**src/rvie_pkg.sv**
```systemverilog
// Shared types and constants of the RV32I integer execute block.
`default_nettype none
package rvie_pkg;

  localparam int unsigned XLEN     = 32;
  localparam int unsigned REG_AW   = 5;
  localparam int unsigned REG_NUM  = 32;
  localparam int unsigned OFF_W    = 13;

  // Major opcodes handled by the block.
  typedef enum logic [6:0] {
    OPC_OP_IMM = 7'b0010011,
    OPC_OP     = 7'b0110011,
    OPC_BRANCH = 7'b1100011,
    OPC_LUI    = 7'b0110111,
    OPC_AUIPC  = 7'b0010111
  } opcode_e;

  localparam logic [6:0] F7_BASE = 7'h00;
  localparam logic [6:0] F7_ALT  = 7'h20;

  // funct3 codes of the ALU group.
  localparam logic [2:0] F3_ADD  = 3'd0;
  localparam logic [2:0] F3_SLL  = 3'd1;
  localparam logic [2:0] F3_SLT  = 3'd2;
  localparam logic [2:0] F3_SLTU = 3'd3;
  localparam logic [2:0] F3_XOR  = 3'd4;
  localparam logic [2:0] F3_SR   = 3'd5;
  localparam logic [2:0] F3_OR   = 3'd6;
  localparam logic [2:0] F3_AND  = 3'd7;

  // funct3 codes of the branch group.
  localparam logic [2:0] F3_BEQ  = 3'd0;
  localparam logic [2:0] F3_BNE  = 3'd1;
  localparam logic [2:0] F3_BLT  = 3'd4;
  localparam logic [2:0] F3_BGE  = 3'd5;
  localparam logic [2:0] F3_BLTU = 3'd6;
  localparam logic [2:0] F3_BGEU = 3'd7;

  // One execute result.
  typedef struct packed {
    logic                    writes_register;
    logic [REG_AW-1:0]       dest_index;
    logic [XLEN-1:0]         write_value;
    logic                    branch_taken;
    logic signed [OFF_W-1:0] branch_offset;
    logic                    undefined_op;
  } exec_res_t;

  // Register file write request.
  typedef struct packed {
    logic              en;
    logic [REG_AW-1:0] addr;
    logic [XLEN-1:0]   data;
  } rf_wr_t;

endpackage : rvie_pkg
`default_nettype wire

```
**src/rvie_regfile.sv**
```systemverilog
// Register file with two registered read ports, write-first bypass and reset valid bits.
`default_nettype none
module rvie_regfile
  import rvie_pkg::*;
(
  input  wire logic              clk_i,
  input  wire logic              rst_ni,
  input  wire rf_wr_t            wr_i,
  input  wire logic              rd_en_i,
  input  wire logic [REG_AW-1:0] rd_addr1_i,
  input  wire logic [REG_AW-1:0] rd_addr2_i,
  output logic [XLEN-1:0]        rd_data1_o,
  output logic [XLEN-1:0]        rd_data2_o
);

  logic [XLEN-1:0]    mem [REG_NUM];
  logic [REG_NUM-1:0] valid_q;
  logic [XLEN-1:0]    rdat1_q, rdat2_q, byp_data_q;
  logic               vld1_q, vld2_q, byp1_q, byp2_q;

  always_ff @(posedge clk_i) begin
    if (wr_i.en) begin
      mem[wr_i.addr] <= wr_i.data;
    end
  end

  always_ff @(posedge clk_i) begin
    if (rd_en_i) begin
      rdat1_q    <= mem[rd_addr1_i];
      rdat2_q    <= mem[rd_addr2_i];
      byp_data_q <= wr_i.data;
    end
  end

  // Entries never written since reset read as zero; x0 is never written.
  always_ff @(posedge clk_i or negedge rst_ni) begin
    if (!rst_ni) begin
      valid_q <= '0;
      vld1_q  <= 1'b0;
      vld2_q  <= 1'b0;
      byp1_q  <= 1'b0;
      byp2_q  <= 1'b0;
    end else begin
      if (wr_i.en) begin
        valid_q[wr_i.addr] <= 1'b1;
      end
      if (rd_en_i) begin
        vld1_q <= valid_q[rd_addr1_i];
        vld2_q <= valid_q[rd_addr2_i];
        byp1_q <= wr_i.en && (wr_i.addr == rd_addr1_i);
        byp2_q <= wr_i.en && (wr_i.addr == rd_addr2_i);
      end
    end
  end

  assign rd_data1_o = byp1_q ? byp_data_q : (vld1_q ? rdat1_q : '0);
  assign rd_data2_o = byp2_q ? byp_data_q : (vld2_q ? rdat2_q : '0);

endmodule : rvie_regfile
`default_nettype wire

```
**src/rvie_alu.sv**
```systemverilog
// Decode and single-pass execute of OP-IMM, OP, LUI, AUIPC and BRANCH.
`default_nettype none
module rvie_alu
  import rvie_pkg::*;
(
  input  wire logic [XLEN-1:0] instr_i,
  input  wire logic [XLEN-1:0] pc_i,
  input  wire logic [XLEN-1:0] rs1_i,
  input  wire logic [XLEN-1:0] rs2_i,
  output exec_res_t            res_o
);

  logic [6:0]        opc, f7;
  logic [2:0]        f3;
  logic [REG_AW-1:0] rd, shamt;
  logic [XLEN-1:0]   imm_i, imm_u, val;
  logic [OFF_W-1:0]  imm_b;
  logic              wr, taken, undef;

  assign opc   = instr_i[6:0];
  assign rd    = instr_i[11:7];
  assign f3    = instr_i[14:12];
  assign f7    = instr_i[31:25];
  assign shamt = instr_i[24:20];
  assign imm_i = {{(XLEN-12){instr_i[31]}}, instr_i[31:20]};
  assign imm_u = {instr_i[31:12], 12'b0};
  assign imm_b = {instr_i[31], instr_i[7], instr_i[30:25], instr_i[11:8], 1'b0};

  always_comb begin
    val   = '0;
    wr    = 1'b0;
    taken = 1'b0;
    undef = 1'b0;
    case (opc)
      OPC_OP_IMM: begin
        wr = 1'b1;
        case (f3)
          F3_ADD:  val = rs1_i + imm_i;
          F3_SLL: begin
            if (f7 == F7_BASE) val = rs1_i << shamt;
            else undef = 1'b1;
          end
          F3_SLT:  val = {{(XLEN-1){1'b0}}, $signed(rs1_i) < $signed(imm_i)};
          F3_SLTU: val = {{(XLEN-1){1'b0}}, rs1_i < imm_i};
          F3_XOR:  val = rs1_i ^ imm_i;
          F3_SR: begin
            if (f7 == F7_BASE) val = rs1_i >> shamt;
            else if (f7 == F7_ALT) val = XLEN'($signed(rs1_i) >>> shamt);
            else undef = 1'b1;
          end
          F3_OR:   val = rs1_i | imm_i;
          default: val = rs1_i & imm_i;
        endcase
      end
      OPC_OP: begin
        wr = 1'b1;
        if (f7 == F7_BASE) begin
          case (f3)
            F3_ADD:  val = rs1_i + rs2_i;
            F3_SLL:  val = rs1_i << rs2_i[REG_AW-1:0];
            F3_SLT:  val = {{(XLEN-1){1'b0}}, $signed(rs1_i) < $signed(rs2_i)};
            F3_SLTU: val = {{(XLEN-1){1'b0}}, rs1_i < rs2_i};
            F3_XOR:  val = rs1_i ^ rs2_i;
            F3_SR:   val = rs1_i >> rs2_i[REG_AW-1:0];
            F3_OR:   val = rs1_i | rs2_i;
            default: val = rs1_i & rs2_i;
          endcase
        end else if (f7 == F7_ALT && f3 == F3_ADD) begin
          val = rs1_i - rs2_i;
        end else if (f7 == F7_ALT && f3 == F3_SR) begin
          val = XLEN'($signed(rs1_i) >>> rs2_i[REG_AW-1:0]);
        end else begin
          undef = 1'b1;
        end
      end
      OPC_LUI: begin
        wr  = 1'b1;
        val = imm_u;
      end
      OPC_AUIPC: begin
        wr  = 1'b1;
        val = pc_i + imm_u;
      end
      OPC_BRANCH: begin
        case (f3)
          F3_BEQ:  taken = (rs1_i == rs2_i);
          F3_BNE:  taken = (rs1_i != rs2_i);
          F3_BLT:  taken = ($signed(rs1_i) < $signed(rs2_i));
          F3_BGE:  taken = !($signed(rs1_i) < $signed(rs2_i));
          F3_BLTU: taken = (rs1_i < rs2_i);
          F3_BGEU: taken = (rs1_i >= rs2_i);
          default: undef = 1'b1;
        endcase
      end
      default: undef = 1'b1;
    endcase

    // Undefined encodings change nothing; writes to x0 are dropped.
    if (undef) begin
      wr    = 1'b0;
      taken = 1'b0;
    end
    if (rd == '0) begin
      wr = 1'b0;
    end
  end

  assign res_o.writes_register = wr;
  assign res_o.dest_index      = wr ? rd : '0;
  assign res_o.write_value     = wr ? val : '0;
  assign res_o.branch_taken    = taken;
  assign res_o.branch_offset   = taken ? $signed(imm_b) : '0;
  assign res_o.undefined_op    = undef;

endmodule : rvie_alu
`default_nettype wire

```
**src/rv32i_integer_execute.sv**
```systemverilog
// Top level of the RV32I integer execute block: input register, execute, result register.
//
//  Channel  Direction  Beat carries
//  s_axis   in         one instruction word and its PC
//  m_axis   out        one execute result (write-back, branch, undefined flag)
//
// Every input beat gives exactly one result beat, by way of the input register
// and the result register; it sustains one beat per clock unless m_axis stalls.
// Operand reads start from the incoming beat into the registered register file
// ports; the write of the instruction in execute is bypassed to the next one.
// Reset clears the valid flags and the register file contents read as zero.
// When the result register is full and not taken, execute stalls and the input
// register holds, so s_axis_tready_o drops only while both stages are occupied.
`default_nettype none
module rv32i_integer_execute
  import rvie_pkg::*;
(
  input  wire logic        clk_i,
  input  wire logic        rst_ni,
  input  wire logic        s_axis_tvalid_i,
  output logic             s_axis_tready_o,
  // [31:0] instruction, [63:32] current_pc
  input  wire logic [63:0] s_axis_tdata_i,
  output logic             m_axis_tvalid_o,
  input  wire logic        m_axis_tready_i,
  // [0] writes_register, [5:1] dest_index, [37:6] write_value,
  // [38] branch_taken, [51:39] branch_offset, [55:52] zero
  output logic [55:0]      m_axis_tdata_o,
  // [0] undefined_op
  output logic             m_axis_tuser_o
);

  logic            in_valid_q;
  logic [XLEN-1:0] instr_q, pc_q;
  logic            in_accept, exec_fire;
  logic            out_valid_q;
  exec_res_t       res, res_q;
  logic [XLEN-1:0] rs1, rs2;
  rf_wr_t          rf_wr;

  // Execute moves an instruction into the result register when that register
  // is empty or is being drained in the same cycle.
  assign exec_fire       = in_valid_q && (!out_valid_q || m_axis_tready_i);
  assign s_axis_tready_o = !in_valid_q || exec_fire;
  assign in_accept       = s_axis_tvalid_i && s_axis_tready_o;

  always_ff @(posedge clk_i or negedge rst_ni) begin
    if (!rst_ni) begin
      in_valid_q  <= 1'b0;
      out_valid_q <= 1'b0;
    end else begin
      if (s_axis_tready_o) begin
        in_valid_q <= s_axis_tvalid_i;
      end
      if (exec_fire) begin
        out_valid_q <= 1'b1;
      end else if (m_axis_tready_i) begin
        out_valid_q <= 1'b0;
      end
    end
  end

  always_ff @(posedge clk_i) begin
    if (in_accept) begin
      instr_q <= s_axis_tdata_i[31:0];
      pc_q    <= s_axis_tdata_i[63:32];
    end
    if (exec_fire) begin
      res_q <= res;
    end
  end

  // The register file is written when an instruction that writes a register leaves execute.
  assign rf_wr.en   = exec_fire && res.writes_register;
  assign rf_wr.addr = res.dest_index;
  assign rf_wr.data = res.write_value;

  rvie_regfile u_regfile (
    .clk_i      (clk_i),
    .rst_ni     (rst_ni),
    .wr_i       (rf_wr),
    .rd_en_i    (in_accept),
    .rd_addr1_i (s_axis_tdata_i[19:15]),
    .rd_addr2_i (s_axis_tdata_i[24:20]),
    .rd_data1_o (rs1),
    .rd_data2_o (rs2)
  );

  rvie_alu u_alu (
    .instr_i (instr_q),
    .pc_i    (pc_q),
    .rs1_i   (rs1),
    .rs2_i   (rs2),
    .res_o   (res)
  );

  assign m_axis_tvalid_o = out_valid_q;
  assign m_axis_tdata_o  = {4'b0, res_q.branch_offset, res_q.branch_taken,
                            res_q.write_value, res_q.dest_index, res_q.writes_register};
  assign m_axis_tuser_o  = res_q.undefined_op;

endmodule : rv32i_integer_execute
`default_nettype wire

```
**config.mk**
```make
export PLATFORM = sky130hd
export DESIGN_NAME = rv32i_integer_execute
export DESIGN_NICKNAME = d
export VERILOG_FILES = /design/src/rvie_pkg.sv /design/src/rvie_regfile.sv /design/src/rvie_alu.sv /design/src/rv32i_integer_execute.sv
export SDC_FILE = /design/constraint.sdc
export NUM_CORES = 2
export LEC_CHECK = 0
export BUFFER_PORTS_ARGS = -buffer_cell sky130_fd_sc_hd__buf_4
export CAP_MARGIN = 20
export CORE_MARGIN = 1.5
export CORE_UTILIZATION = 45
export DETAILED_ROUTE_END_ITERATION = 10
export PLACE_DENSITY = 0.67
export SYNTH_ARGS = -nofsm -noshare
export SYNTH_HDL_FRONTEND = slang
export SYNTH_HIERARCHICAL = 1
export SYNTH_SLANG_ARGS = --single-unit
export TNS_END_PERCENT = 10
```
**constraint.sdc**
```tcl
create_clock -name clk_i -period 6.95 [get_ports clk_i]
set_input_delay 0.3475 -clock clk_i [delete_from_list [all_inputs] [get_ports clk_i]]
set_output_delay 0.3475 -clock clk_i [all_outputs]
set_load 0.02 [all_outputs]
```
Yosys cells after proc, flatten, opt, wreduce, memory -nomap -nowiden
Memory sizes are Yosys's and may differ from the RTL's. A register that Yosys moved wholly into a read port is not among the register bits.
Index checks and enable logic that the tools add are counted.
{"block": "word_totals", "memories": 1, "in_bits": 68, "mem_bits_rw": 1024, "regBits": 187, "out_inout_bits": 59}
{"block": "classes", "n_shift": 6, "n_bitwise": 7, "n_reduce_logical": 20, "n_eq_ne": 17, "muxes": 40, "n_lt_le_gt_ge": 9, "add_sub_neg": 4}
{"name": "u_regfile.mem", "words": 32, "word_bits": 32, "read_ports": 2, "rd_clocked_by_memory_dff": 2, "wr": 1, "line_no": "rvie_regfile.sv:16", "rtl": "logic [XLEN-1:0] mem [REG_NUM];"}
{"operator": "$pmux 32 s7", "count": 2}
{"operator": "$mux 32", "count": 11}
{"operator": "$pmux 32 s4", "count": 1}
{"operator": "$add 32x32->32", "count": 3}
{"operator": "$lt 32x32->1", "count": 3}
{"operator": "$or 32x32->32", "count": 3}
{"operator": "$and 32x32->32", "count": 2}
{"operator": "$shl 32x5->32", "count": 2}
{"operator": "$shr 32x5->32", "count": 2}
{"operator": "$sshr 32x5->32", "count": 2}
{"operator": "$xor 32x32->32", "count": 2}
{"operator": "$eq 32x32->1", "count": 1}
{"operator": "$ge 32x32->1", "count": 1}
{"operator": "$lt 32x12->1", "count": 1}
{"operator": "$ne 32x32->1", "count": 1}
{"operator": "$sub 32x32->32", "count": 1}
{"operator": "$eq 7x6->1 const B", "count": 3}
{"operator": "$mux 1", "count": 19}
{"operator": "$lt 5x6->1 const B", "count": 3}
{"operator": "$eq 7x5->1 const B", "count": 2}
{"operator": "$eq 3x3->1 const B", "count": 4}
{"operator": "$bmux 1 s5", "count": 2}
{"operator": "$eq 5x5->1", "count": 2}
{"operator": "$logic_and 1x1->1", "count": 8}
{"operator": "other kinds (18)", "count": 22}

Logic depth before layout (Yosys ltp)
{"block": "depth", "depth_word": 14, "ltp_mapped": 21, "ltp_nobuf": 15}

Cells and area by module
Netlist, hierarchy kept.
{"module": "rvie_regfile", "cells_per_inst": 2285, "area_each_um2": 52282.6, "instances": 1}
{"module": "rvie_alu", "cells_per_inst": 2808, "area_each_um2": 19546.2, "instances": 1}
{"module": "rv32i_integer_execute", "cells_per_inst": 131, "area_each_um2": 3659.8, "instances": 1}

Worst setup path after synthesis
No wires, ideal clock.
{"block": "synth_timing", "path_kind": "register -> register", "from": "register u_regfile.byp2_q", "to": "register res_q, in the netlist m_axis_tdata_o[21] (data pin)", "path_stages_with_launch": 20, "required_time_ns": 6.310, "path_slack_ns": 0.155, "setup_time_ns": 0.640, "period_less_slack_ns": 6.795, "arrival_ns": 6.155, "path_cell_list": "dfrtp_1 clkbuf_1 nor2b_1 clkbuf_1 a22o_1 clkinv_1 buf_1 clkbuf_1 clkbuf_1 ha_1 buf_2 o21ai_0 o211ai_1 nand3_1 and2_1 o21ai_0 a21oi_1 mux2_2 a21oi_1 o311ai_0"}
{"item": "from (decl)", "line_no": "rvie_regfile.sv:19", "rtl": "logic vld1_q, vld2_q, byp1_q, byp2_q;"}
{"item": "from (signal assigned)", "line_no": "rvie_regfile.sv:51", "rtl": "byp2_q <= wr_i.en && (wr_i.addr == rd_addr2_i);"}
{"item": "to (signal assigned)", "line_no": "rv32i_integer_execute.sv:69", "rtl": "res_q <= res;"}
{"item": "to (decl)", "line_no": "rv32i_integer_execute.sv:37", "rtl": "exec_res_t res, res_q;"}

==> results.cfg <==
[timing]
tightest_slew_ns = 1.19
timing.max_slew.rel_slack = 0.210
fin_skew_ns = 0.0484
final.setup.tns_ns = 0
max_freq_ghz = 0.164
layout_worst_path_cycle_share = 0.876
setup_viol = 0
unrepaired_setup_endpoints_after_global_routing = false
min_period_ns = 6.09
slew_viol_final = 0
final_hold_viol_count = 0

[route]
antenna_violating_nets_post_route = 0
drc_errors = 0
via_per_inst = 7.10
drt_first_pass_iters = 6
via_count = 54300
postRouteWirelength_um = 293000
initialDrtViolationCount = 8781
wl_per_cell_um = 38.2

[setup_path]
worstPathArrival_ns = 6.57
start_kind = register
crit_required_ns = 7.43
critPathBufInv = 4
worstPathMaxFanout = 34
worstSetupPathType = reg -> reg
crit_slowest_cell = a2111oi_0
crit_path_max_incr_delay_ns = 0.80
endpoint_kind = register
critical-path-top-cell-by-count = buf_4
cp_cell_sequence = nor2b_4 -> buf_4 -> a22o_1 -> inv_1 -> ha_1 -> nor2b_1 -> a2111oi_0 -> buf_4 -> o31ai_1 -> o31ai_2 -> a211oi_1 -> o21ai_0 -> a211oi_1 -> o31ai_1 -> o221ai_2 -> buf_4
family_of_cells_with_the_greatest_summed_delay_on_the_critical_path = compound AO/OA/AOI/OAI gates

[clocking]
clkSinkCount = 1275
clock_tree_buf_depth = 3
htreeDepth = 4
clkLatencyLatePin_ns = 0.81
clk_transition_reported_paths_ns = 0.06
clock_tree_from_tritoncts = done
total_cts_buffers = 136
clockRootBuffer = clkbuf_16
total_of_cells_resized_after_clock_tree_synthesis = 0

[cells_and_area]
layout.nets = 5627
post_route_cell_area_sq_um = 84600
fillerInstances = 13800
drive_above_1_share = 0.286
area.growth.synth_to_final_pct = 12.1

[synthesis]
synth-seq-cells = 1275
ys_types = 105
number_of_flops_mapped_to_enable_cells_by_yosys = 1237
syn_area_sq_um = 75500
synthTopCellsByArea = edfxtp_1 49%, mux4_2 22%, ha_1 3.6%, a21oi_1 2.3%, mux2_2 1.5%
synth_largest_type_area_fraction = 0.492
netlist.top_cell.by_area = edfxtp_1
synth_seq_area_share = 0.505
avgSynthCellArea_sq_um = 14.5
synth_warnings = 6
dominantRegCellSynth = edfxtp_1
post_synth_arst_share = 0.0298
netlist_instances = 5224

[pwr]
power.ir.vdd_worst_v = 0.000213
power.static_leakage_nw = 30.7
cellPowerDensity_nw_per_um2 = 232

[floorplanning]
fp.coreArea_sq_um = 167000
die_w_um = 413
floorplan.initialDensity = 0.452
dieHeight_um = 413
placement_rows = 150
num_io_pins = 127
fp.dieArea_sq_um = 170000

[global_routing]
grt_max_degree = 98
grt_antenna_before_repair = 15
grt_usage = 0.342
first_pass_grt_wire_length_um = 409000
first_global_vias = 52900
grt_remaining_overflow = 0

[flow_run]
maxCapViolCount = 0

[min_path]
hold_path_class = in -> reg

[run_status]
result_of_the_run = finished clean

[placement]
portBuffers = 122
placedInstanceArea_sq_um = 79700
gpl.final_weighted_congestion = 1.07
dp_hpwl_um = 189000
## area by class of cell
class / instances / area (sq um) / area share
clock buffer: 164 / 3530 / 0.0417
tap: 2204 / 2760 / 0.0326
inverter: 158 / 593 / 0.00701
timing repair buffer: 425 / 3760 / 0.0444
multi-input combinational: 3342 / 35200 / 0.416
sequential: 1275 / 38100 / 0.450
antenna: 9 / 22.5 / 0.000266
clock inverter: 77 / 629 / 0.00744
## registers in the layout, indices dropped and copies added (netlist names)
name                  cells
u_regfile/mem          1024
m_axis_tdata_o           52
instr_q                  32
pc_q                     32
u_regfile/byp_data_q     32
u_regfile/rdat1_q        32
u_regfile/rdat2_q        32
u_regfile/valid_q        32
in_valid_q                1
m_axis_tuser_o            1
m_axis_tvalid_o           1
u_regfile/byp1_q          1
u_regfile/byp2_q          1
u_regfile/vld1_q          1
u_regfile/vld2_q          1
## through the flow
stage	utilization	cells	power (mW)	setup WS (ns)	hold WS (ns)
3_3_place_gp	0.478	7337	12.7	0.770	0.378
6_report	0.507	7654	19.6	0.859	0.0570
5_1_grt	0.507	7645	20.1	0.848	0.0258
3_5_place_dp	0.478	7338	12.6	1.06	0.391
4_1_cts	0.507	7641	19.5	0.972	0.0102
2_1_floorplan	-	5227	11.2	0.155	0.0519
## placed cells by master, fill, tap and decap left out, types with 103 or more instances in the layout
cell type	synthesis	routed
nand2_1	230	230
clkbuf_16	0	139
buf_4	43	327
o21ai_0	200	197
mux2i_1	110	110
a21oi_1	347	342
inv_1	149	148
ha_1	217	217
mux4_2	744	744
edfxtp_1	1237	1237
nor2_1	304	270
mux2_2	103	103
## cell families after synthesis
kind of cell	after synthesis	synth area share
simple gates	894	0.0564
other cells	2	0.0000995
compound gates	1184	0.104
fa+ha+maj	221	0.0370
xor+xnor	81	0.00940
buf+inv	610	0.0362
flops	1275	0.505
mux	957	0.252
## cell usage after synthesis, types with 10 or more instances
library cell / number
edfxtp_1: 1237
mux4_2: 744
a21oi_1: 347
nor2_1: 304
clkbuf_1: 276
nand2_1: 230
ha_1: 217
o21ai_0: 200
inv_1: 149
mux2i_1: 110
mux2_2: 103
a211oi_1: 71
a22o_1: 70
nor3_1: 68
xnor2_1: 65
buf_2: 64
nand3_1: 61
a21o_1: 58
a31oi_1: 47
buf_1: 44
buf_4: 43
o211ai_1: 43
or2_2: 40
dfrtp_1: 38
o22ai_1: 37
o221ai_1: 30
a22oi_1: 27
o31ai_1: 27
a221oi_1: 26
o21bai_1: 26
and2_1: 25
nor2b_1: 24
nand2b_1: 20
nor4_1: 19
and3_1: 18
buf_6: 17
xor2_1: 16
o21a_1: 15
o32ai_1: 15
or3_1: 15
nand4_1: 14
a2111oi_0: 11
o311ai_0: 10
## worst reg2reg max path, cell delays in order (launching register included)
cell	delay (ns)
dfrtp_1	0.38
nor2b_4	0.56
buf_4	0.26
a22o_1	0.17
inv_1	0.19
ha_1	0.56
nor2b_1	0.12
a2111oi_0	0.80
buf_4	0.23
o31ai_1	0.12
o31ai_2	0.65
a211oi_1	0.27
o21ai_0	0.27
a211oi_1	0.13
o31ai_1	0.62
o221ai_2	0.17
buf_4	0.27
## path summary, 6_finish.rpt
kind	from	to	slack (ns)	cells after the start
max	u_regfile/vld1_q	u_regfile/mem[13][25]	0.86	16
min reg2reg	u_regfile/valid_q[9]	u_regfile/valid_q[9]	0.49	1
min in group asynchronous	rst_ni	u_regfile/valid_q[17]	0.11	2
max in group asynchronous	rst_ni	u_regfile/byp2_q	6.42	2
max reg2reg	u_regfile/vld1_q	u_regfile/mem[13][25]	0.86	16
min	s_axis_tdata_i[23]	instr_q[23]	0.06	1
## report_power, final
part	internal [mW]	switching (mW)
Combinational	1.39	2.79
Clock	3.83	3.11
Sequential	8.42	0.0836
## metal layers
layer | GRT usage | vias up | wire length (um)
li1 | - | 21600 | -
met1 | 0.449 | 27900 | 107000
met2 | 0.519 | 3964 | 132000
met3 | 0.0865 | 935 | 33400
met4 | 0.194 | 18 | 19600
met5 | 0 | - | 119
## repair_timing
item                                   CTS  global route
buffers inserted                         0             0
hold buffers                            62             0
endpoints found under the hold margin   98             0
No activity file was read; power rests on OpenSTA's default activity.
